==> src/design/sakj_pkg.sv <==
// Shared types, constants and fixed-point helpers for the arm kinematics block.
// Used by sakj_controller, sakj_datapath and serial_arm_kinematics_jacobian.
`timescale 1ns / 1ps
`default_nettype none

package sakj_pkg;

   localparam int FRAME_COUNT_DEF  = 7;
   localparam int FRAC_BITS_DEF    = 12;
   localparam int CORDIC_STEPS_DEF = 14;
   localparam int ANG_BITS         = 30;
   localparam int STEP_W           = 5;

   localparam logic [2:0] PRISMATIC_FRAME = 3'd2;
   localparam logic [2:0] LAST_FRAME      = 3'd6;

   localparam logic [1:0] CSR_BASE_ROW_ZERO = 2'd0;
   localparam logic [1:0] CSR_BASE_ROW_ONE  = 2'd1;
   localparam logic [1:0] CSR_BASE_ROW_TWO  = 2'd2;

   localparam longint PI_Q          = 64'sd3373259426;
   localparam longint HALF_PI_Q     = 64'sd1686629713;
   localparam longint TWO_PI_Q      = 64'sd6746518852;
   localparam longint CORDIC_GAIN_Q = 64'sd652032874;
   localparam longint LEN_RCC_Q     = 64'sd463641720;
   localparam longint LEN_2L2_Q     = 64'sd554050781;
   localparam longint LEN_P2Y_Q     = 64'sd9771051;
   localparam longint LEN_TOOL_Q    = 64'sd446891347;

   typedef enum logic [3:0] {
      ST_IDLE, ST_TH_LOAD, ST_TH_REDUCE, ST_TH_FOLD, ST_CORDIC, ST_CORDIC_FIN,
      ST_MM_ISSUE, ST_MM_DRAIN, ST_COMMIT, ST_JAC_READ, ST_JAC_DIFF,
      ST_JAC_MUL_A, ST_JAC_MUL_B, ST_JAC_LOAD
   } sakj_state_type;

   typedef struct packed {
      logic              latch;
      logic              th_load;
      logic              th_reduce;
      logic              th_fold;
      logic              cordic_step;
      logic [STEP_W-1:0] step;
      logic              cordic_finish;
      logic              mm_issue;
      logic [1:0]        mm_row;
      logic [1:0]        mm_col;
      logic              commit;
      logic [2:0]        frame;
      logic              jac_read;
      logic              jac_diff;
      logic              jac_mul_a;
      logic              jac_mul_b;
      logic              jac_load;
   } sakj_cmd_type;

   typedef struct packed {
      logic th_in_range;
      logic out_busy;
   } sakj_status_type;

   function automatic logic signed [15:0] sat16(input logic signed [47:0] v);
      if (v > 48'sd32767) return 16'sh7fff;
      else if (v < -48'sd32768) return 16'sh8000;
      else return v[15:0];
   endfunction

   function automatic logic signed [15:0] rnd_sat(input logic signed [47:0] v, input int s);
      logic signed [47:0] r;
      r = (v + (48'sd1 <<< (s - 1))) >>> s;
      return sat16(r);
   endfunction

   function automatic logic signed [15:0] neg_sat(input logic signed [15:0] x);
      return sat16(48'sd0 - 48'(x));
   endfunction

   function automatic logic signed [15:0] sgn_sel(input logic signed [15:0] x,
                                                  input logic signed [1:0] s);
      case (s)
         2'sd1:   return x;
         -2'sd1:  return neg_sat(x);
         default: return 16'sd0;
      endcase
   endfunction

   function automatic logic signed [15:0] len_q(input longint v, input int frac);
      longint r;
      r = (v + (64'sd1 <<< (ANG_BITS - frac - 1))) >>> (ANG_BITS - frac);
      if (r > 32767) r = 32767;
      return 16'(r);
   endfunction

   function automatic logic signed [33:0] theta_off(input logic [2:0] k);
      case (k)
         3'd0, 3'd4, 3'd5: return 34'(HALF_PI_Q);
         3'd1:             return -34'(HALF_PI_Q);
         3'd2, 3'd6:       return 34'(PI_Q);
         default:          return 34'sd0;
      endcase
   endfunction

   function automatic logic signed [1:0] alpha_c(input logic [2:0] k);
      return (k == 3'd3) ? 2'sd1 : 2'sd0;
   endfunction

   function automatic logic signed [1:0] alpha_s(input logic [2:0] k);
      case (k)
         3'd0, 3'd2, 3'd4: return 2'sd1;
         3'd3:             return 2'sd0;
         default:          return -2'sd1;
      endcase
   endfunction

   function automatic logic [29:0] atan_q(input logic [STEP_W-1:0] i);
      case (i)
         5'd0:  return 30'd843314857;
         5'd1:  return 30'd497837829;
         5'd2:  return 30'd263043837;
         5'd3:  return 30'd133525159;
         5'd4:  return 30'd67021687;
         5'd5:  return 30'd33543516;
         5'd6:  return 30'd16775851;
         5'd7:  return 30'd8388437;
         5'd8:  return 30'd4194283;
         5'd9:  return 30'd2097149;
         5'd10: return 30'd1048576;
         5'd11: return 30'd524288;
         5'd12: return 30'd262144;
         5'd13: return 30'd131072;
         5'd14: return 30'd65536;
         5'd15: return 30'd32768;
         5'd16: return 30'd16384;
         5'd17: return 30'd8192;
         5'd18: return 30'd4096;
         5'd19: return 30'd2048;
         5'd20: return 30'd1024;
         5'd21: return 30'd512;
         5'd22: return 30'd256;
         5'd23: return 30'd128;
         default: return 30'd0;
      endcase
   endfunction

endpackage

`default_nettype wire

==> src/design/sakj_controller.sv <==
// Sequencer for the arm kinematics block: angle reduction, CORDIC steps,
// matrix product issue and Jacobian output. Depends on sakj_pkg.
`timescale 1ns / 1ps
`default_nettype none

module sakj_controller import sakj_pkg::*; #(
   parameter int CORDIC_STEPS = CORDIC_STEPS_DEF
) (
   input  wire logic            clock,
   input  wire logic            reset,
   input  wire logic            req_valid,
   output logic                 req_ready,
   output sakj_cmd_type         cmd,
   input  wire sakj_status_type status
);

   sakj_state_type    state_ff, state_in;
   logic [2:0]        frame_ff, frame_in;
   logic [STEP_W-1:0] step_ff, step_in;
   logic [1:0]        row_ff, row_in;
   logic [1:0]        col_ff, col_in;

   always_ff @(posedge clock) begin
      if (reset) begin
         state_ff <= ST_IDLE;
         frame_ff <= 3'd0;
         step_ff  <= '0;
         row_ff   <= 2'd0;
         col_ff   <= 2'd0;
      end else begin
         state_ff <= state_in;
         frame_ff <= frame_in;
         step_ff  <= step_in;
         row_ff   <= row_in;
         col_ff   <= col_in;
      end
   end

   always_comb begin
      state_in  = state_ff;
      frame_in  = frame_ff;
      step_in   = step_ff;
      row_in    = row_ff;
      col_in    = col_ff;
      req_ready = 1'b0;
      cmd       = '0;
      cmd.frame  = frame_ff;
      cmd.step   = step_ff;
      cmd.mm_row = row_ff;
      cmd.mm_col = col_ff;
      case (state_ff)
         ST_IDLE: begin
            req_ready = 1'b1;
            if (req_valid) begin
               cmd.latch = 1'b1;
               frame_in  = 3'd0;
               state_in  = ST_TH_LOAD;
            end
         end
         ST_TH_LOAD: begin
            cmd.th_load = 1'b1;
            state_in    = ST_TH_REDUCE;
         end
         ST_TH_REDUCE: begin
            if (status.th_in_range) begin
               state_in = ST_TH_FOLD;
            end else begin
               cmd.th_reduce = 1'b1;
            end
         end
         ST_TH_FOLD: begin
            cmd.th_fold = 1'b1;
            step_in     = '0;
            state_in    = ST_CORDIC;
         end
         ST_CORDIC: begin
            cmd.cordic_step = 1'b1;
            if (step_ff == STEP_W'(CORDIC_STEPS - 1)) begin
               state_in = ST_CORDIC_FIN;
            end else begin
               step_in = step_ff + 1'b1;
            end
         end
         ST_CORDIC_FIN: begin
            cmd.cordic_finish = 1'b1;
            row_in   = 2'd0;
            col_in   = 2'd0;
            state_in = ST_MM_ISSUE;
         end
         ST_MM_ISSUE: begin
            cmd.mm_issue = 1'b1;
            col_in       = col_ff + 1'b1;
            if (col_ff == 2'd3) begin
               row_in = row_ff + 1'b1;
               if (row_ff == 2'd2) begin
                  state_in = ST_MM_DRAIN;
               end
            end
         end
         ST_MM_DRAIN: begin
            state_in = ST_COMMIT;
         end
         ST_COMMIT: begin
            cmd.commit = 1'b1;
            if (frame_ff == LAST_FRAME) begin
               frame_in = 3'd0;
               state_in = ST_JAC_READ;
            end else begin
               frame_in = frame_ff + 1'b1;
               state_in = ST_TH_LOAD;
            end
         end
         ST_JAC_READ: begin
            cmd.jac_read = 1'b1;
            state_in     = ST_JAC_DIFF;
         end
         ST_JAC_DIFF: begin
            cmd.jac_diff = 1'b1;
            state_in     = ST_JAC_MUL_A;
         end
         ST_JAC_MUL_A: begin
            cmd.jac_mul_a = 1'b1;
            state_in      = ST_JAC_MUL_B;
         end
         ST_JAC_MUL_B: begin
            cmd.jac_mul_b = 1'b1;
            state_in      = ST_JAC_LOAD;
         end
         ST_JAC_LOAD: begin
            if (!status.out_busy) begin
               cmd.jac_load = 1'b1;
               if (frame_ff == LAST_FRAME) begin
                  state_in = ST_IDLE;
               end else begin
                  frame_in = frame_ff + 1'b1;
                  state_in = ST_JAC_READ;
               end
            end
         end
         default: begin
            state_in = ST_IDLE;
         end
      endcase
   end

endmodule

`default_nettype wire

==> config.mk <==
export PLATFORM = sky130hd
export DESIGN_NAME = sakj_controller
export DESIGN_NICKNAME = d
export VERILOG_FILES = /design/src/design/sakj_pkg.sv /design/src/design/sakj_controller.sv
export SDC_FILE = /design/constraint.sdc
export NUM_CORES = 1
export LEC_CHECK = 0
export ABC_AREA = 1
export BUFFER_PORTS_ARGS = -buffer_cell sky130_fd_sc_hd__buf_4
export CORE_MARGIN = 2
export CORE_UTILIZATION = 51
export DETAILED_ROUTE_END_ITERATION = 10
export PLACE_DENSITY = 0.86
export SYNTH_ARGS = -nofsm -noshare
export SYNTH_HDL_FRONTEND = slang
export SYNTH_SLANG_ARGS = --single-unit
export TNS_END_PERCENT = 30
==> constraint.sdc <==
create_clock -name clock -period 1.3 [get_ports clock]
set_input_delay 0.26 -clock clock [delete_from_list [all_inputs] [get_ports clock]]
set_output_delay 0.26 -clock clock [all_outputs]
set_load 0.02 [all_outputs]
Yosys cells after proc, flatten, opt, wreduce, memory -nomap -nowiden --
Index checks and enable logic that the tools add are counted. W data, S select, Z words.
Storage, ports and cells: memory bits (read-only) 0, input bits 5, word-level logic and storage cells 78, output and inout bits 26, flip-flop bits (word level) 16, bits in writable memories 0, latch bits 0, memories kept 0
Operators by class: $add $sub $neg 4, equality and inequality tests 25, bitwise gates (word level) 0, multiply operators 0, divide/modulo/power cells 0, reductions and logical operators 8, muxes and demuxes 36, shift operators 0, magnitude comparators 0
Operators by type and width (count):
- $pmux W4 S14 | 1
- $mux W4 | 8
- $eq A4 B4 Y1 const B | 6
- $mux W1 | 17
- $eq A4 B3 Y1 const B | 4
- $ne A2 B2 Y1 const B | 8
- $mux W3 | 4
- $pmux W5 S2 | 1
- $pmux W3 S3 | 1
- $eq A4 B2 Y1 const B | 2
- $pmux W2 S2 | 2
- $reduce_and A6 Y1 | 1
- $add A5 B1 Y5 const B | 1
- $eq A5 B4 Y1 const B | 1
- $mux W5 | 1
- $add A2 B1 Y2 const B | 2
- $eq A2 B2 Y1 const B | 2
- $eq A4 B1 Y1 const B | 1
- $logic_not A4 Y1 | 1
- $reduce_and A2 Y1 | 2
- $reduce_and A4 Y1 | 1
- $reduce_bool A2 Y1 | 2
- $add A3 B1 Y3 const B | 1
- $eq A3 B3 Y1 const B | 1
- other kinds (2) | 2

Longest topological paths before layout --
depth in word-level cells 4, depth in mapped cells 11, gate-level depth less buffers 11

Worst setup path before layout --
No wires, ideal clock.
path type reg2reg, start point reg step_ff[0], end point reg state_ff[2], period minus slack after synthesis 1.376 ns, cell stages (with the launch flop) 11, library setup time 0.109 ns, buffers on the path 0, required time 1.191 ns, arrival time 1.267 ns, setup slack -0.076 ns, cells stage by stage dfxtp_1 > ha_1 > inv_1 > nor2_1 > nand2_1 > nand2_4 > nand3_1 > nor2_2 > nand3_1 > nand2_1 > inv_1
On the way: cells in the longest elaborated chain, start to end 3
RTL lines:
- from (decl) | RTL line sakj_controller.sv:19 | logic [STEP_W-1:0] step_ff, step_in;
- from (signal assigned) | RTL line sakj_controller.sv:33 | step_ff <= step_in;
- $eq A5 B4 Y1 | RTL line sakj_controller.sv:78 | if (step_ff == STEP_W'(CORDIC_STEPS - 1)) begin
- $ne A2 B2 Y1 (no line)
- $reduce_and A6 Y1 (no line)
- to (signal assigned) | RTL line sakj_controller.sv:31 | state_ff <= state_in;
- to (decl) | RTL line sakj_controller.sv:17 | sakj_state_type state_ff, state_in;
Every way passes these cells. A chain may end at the register's enable or synchronous reset.

==> results.cfg <==
[detailed_routing]
met3_length_um = 296
drc = 0
wl_met2_um = 1870
vias = 1363
drtPass1Iterations = 4
ant_nets = 0
wl_met1_um = 1440
wl_per_cell_um = 14.8
routed_via_density = 5.43
totalWireLength_um = 3720
drt_iter0_drc = 37
highest_layer = met4

[clock_tree]
cts_root_buf = clkbuf_4
htree_levels = 1
clock_latency_ns = 0.30
path_clk_slew_ns = 0.10
cts_max_path_buffers = 2
cts_tree = built
cts_buffers = 3
cts_sinks = 16

[synthesis]
ys_seq_elements = 16
syn_nets = 184
synth_top_area_share = 0.292
synth_top_area_cell = dfxtp_1
synth.distinct_cells = 20
yosysWarnings = 0
ys_top_cells_by_area = dfxtp_1 (29%), inv_1 (12%), nand2_1 (12%)
syn_inst = 173
syn_area_um2 = 1100
syn_avg_cell_area_um2 = 6.35
yosysSeqAreaShare = 0.292

[grt]
grt_pass1_wl_um = 5350
grt_usage = 0.277
antenna_found_initial = 0
grt_max_degree = 11
gr-total-overflow = 0
first_global_vias = 1210

[pwr]
irDropWorstVdd_uv = 739
power.switching_mw = 0.658
power_mw = 1.64
power.internal_mw = 0.978
p_sw_frac = 0.402
p_leak_nw = 0.858
pwr-share-seq = 0.362
power_density_nw_per_um2 = 977
p_comb_frac = 0.426
clkPwrFrac = 0.212

[run]
drv_cap = 0

[placed_design]
routabilityCongestion = 0.971
hpwl_um = 2310
port_buffers = 30
place_ws_ns = -0.106

[timing]
period_minus_slack_ns = 1.53
hold_violations = 0
maxSlewHeadroom = 0.802
tightest_slew_ns = 0.294
rsz0062_at_grt = yes
fin_crit_sh = 1.17
report.final.slew_viol_count = 0
layout_setup_ws_ns = -0.226
finalSetupViolCount = 23
fmax_mhz = 655
fin_skew_ns = 0.00599

[cells_and_area]
diodes = 0
drive_gt1_frac = 0.460
syn_to_final_growth_pct = 52.4
final_cell_mix = buf_4 (41), nand2_1 (31), inv_1 (23)
layout.nets = 236
final_common_cell = buf_4

[worst_setup_path]
regToRegSetupSlack_ns = -0.20
required_ns = 1.04
startpoint_type = register
end_kind = primary output
r2r-start = state_ff[0]
worstPathArrival_ns = 1.27
ff2ff_path_depth = 10
critPathMaxFanout = 4
r2r_end = state_ff[2]
crit_type = register to primary output

[status]
violations = negative setup slack
status = finished, violations left

[floorplanning]
die_x_um = 50.4
coreArea_um2 = 2000
io_pins = 31
die_y_um = 50.4
die-area_um2 = 2540
num_rows = 16
start_util = 0.549

[min_path]
min_from = reset
holdPathEnd = state_ff[3]
min_path_cells = 2
hp-class = primary input to register
==> cells in the mapped netlist <==
master and n:
nor2_4 2, ha_1 6, nor4_1 1, inv_1 34, o21ai_0 6, o21ai_2 1
nor3_1 3, inv_2 1, nand3_1 13, o21ai_1 1, buf_1 1, a21oi_1 10
dfxtp_1 16, nor2_1 26, nor2_2 2, nand2_2 9, xor2_1 2, nand2_4 4
a21oi_2 1, nand2_1 34
==> power by group through the flow <==
stage | clock network [mW] | logic, mW | registers (mW)
finish | 0.346 | 0.697 | 0.593
global route | 0.369 | 0.750 | 0.594
CTS | 0.350 | 0.638 | 0.584
detailed placement | 0 | 0.583 | 0.580
global placement | 0 | 0.561 | 0.575
floorplan | 0 | 0.336 | 0.606
==> state kept, by name, summed over array words and instances (netlist names) <==
register  flops
step_ff       5
state_ff      4
col_ff        2
frame_ff      3
row_ff        2
==> critical path, stage by stage, from the launching register on <==
cell and delay (ns):
dfxtp_4 0.39, nor2_4 0.14, inv_2 0.09, nor3_4 0.19, buf_4 0.16
==> layout make-up <==
type                    instances  area (µm²)
well taps                      27        33.8
repair buffers                 48         387
clock buffers                   4        36.3
inverters                      35         144
flip-flops and latches         16         338
multi-input cells             121         736
fillers                       123         328
==> kinds of logic (layout without fill, tap and decap cells) <==
group,count (synthesis),count (layout),share of synthesized area
fa+ha+maj,6,6,0.0683
compound gates,19,19,0.0934
flops,16,16,0.292
simple gates,94,94,0.408
buf+inv,36,87,0.123
xor+xnor,2,2,0.0159
==> metrics by stage <==
| stage | TNS [ns] | hold WS (ns) | util | instance area [µm²] | instances |
|---|---|---|---|---|---|
| after detailed placement | -0.819 | 0.480 | 0.721 | 1440 | 240 |
| after global placement | -0.214 | 0.469 | 0.721 | 1440 | 240 |
| after CTS | -2.42 | 0.207 | 0.793 | 1590 | 249 |
| after global routing | -4.58 | 0.214 | 0.836 | 1670 | 251 |
| final | -3.24 | 0.212 | 0.836 | 1670 | 251 |
| after floorplan | -0.160 | 0.437 | - | 1110 | 173 |
==> repair_timing <==
| action | in CTS | in global routing |
|---|---|---|
| gates resized for setup | 34 | 20 |
| setup endpoints to repair | 27 | 27 |
| hold buffers | 0 | 0 |
| pin swaps | 6 | 8 |
| cloned | 0 | 0 |
| buffers inserted | 5 | 2 |
==> how the worst max path moves through the flow <==
stage / startpoint / to / slack (ns) / cells after the start
floorplan: step_ff[1] / step_ff[0] / -0.05 / 10
global placement: state_ff[1] / cmd[22] / -0.05 / 5
detailed placement: state_ff[1] / col_ff[0] / -0.11 / 7
CTS: state_ff[1] / cmd[0] / -0.20 / 6
global route: state_ff[2] / cmd[24] / -0.26 / 4
finish: state_ff[3] / cmd[24] / -0.23 / 4
==> routing by layer <==
metal | GRT usage | vias up
li1 | - | 639
met1 | 0.349 | 626
met2 | 0.467 | 79
met3 | 0.0387 | 19
met4 | 0.122 | 0
met5 | 0 | -
(Power assumes the default switching activity.)
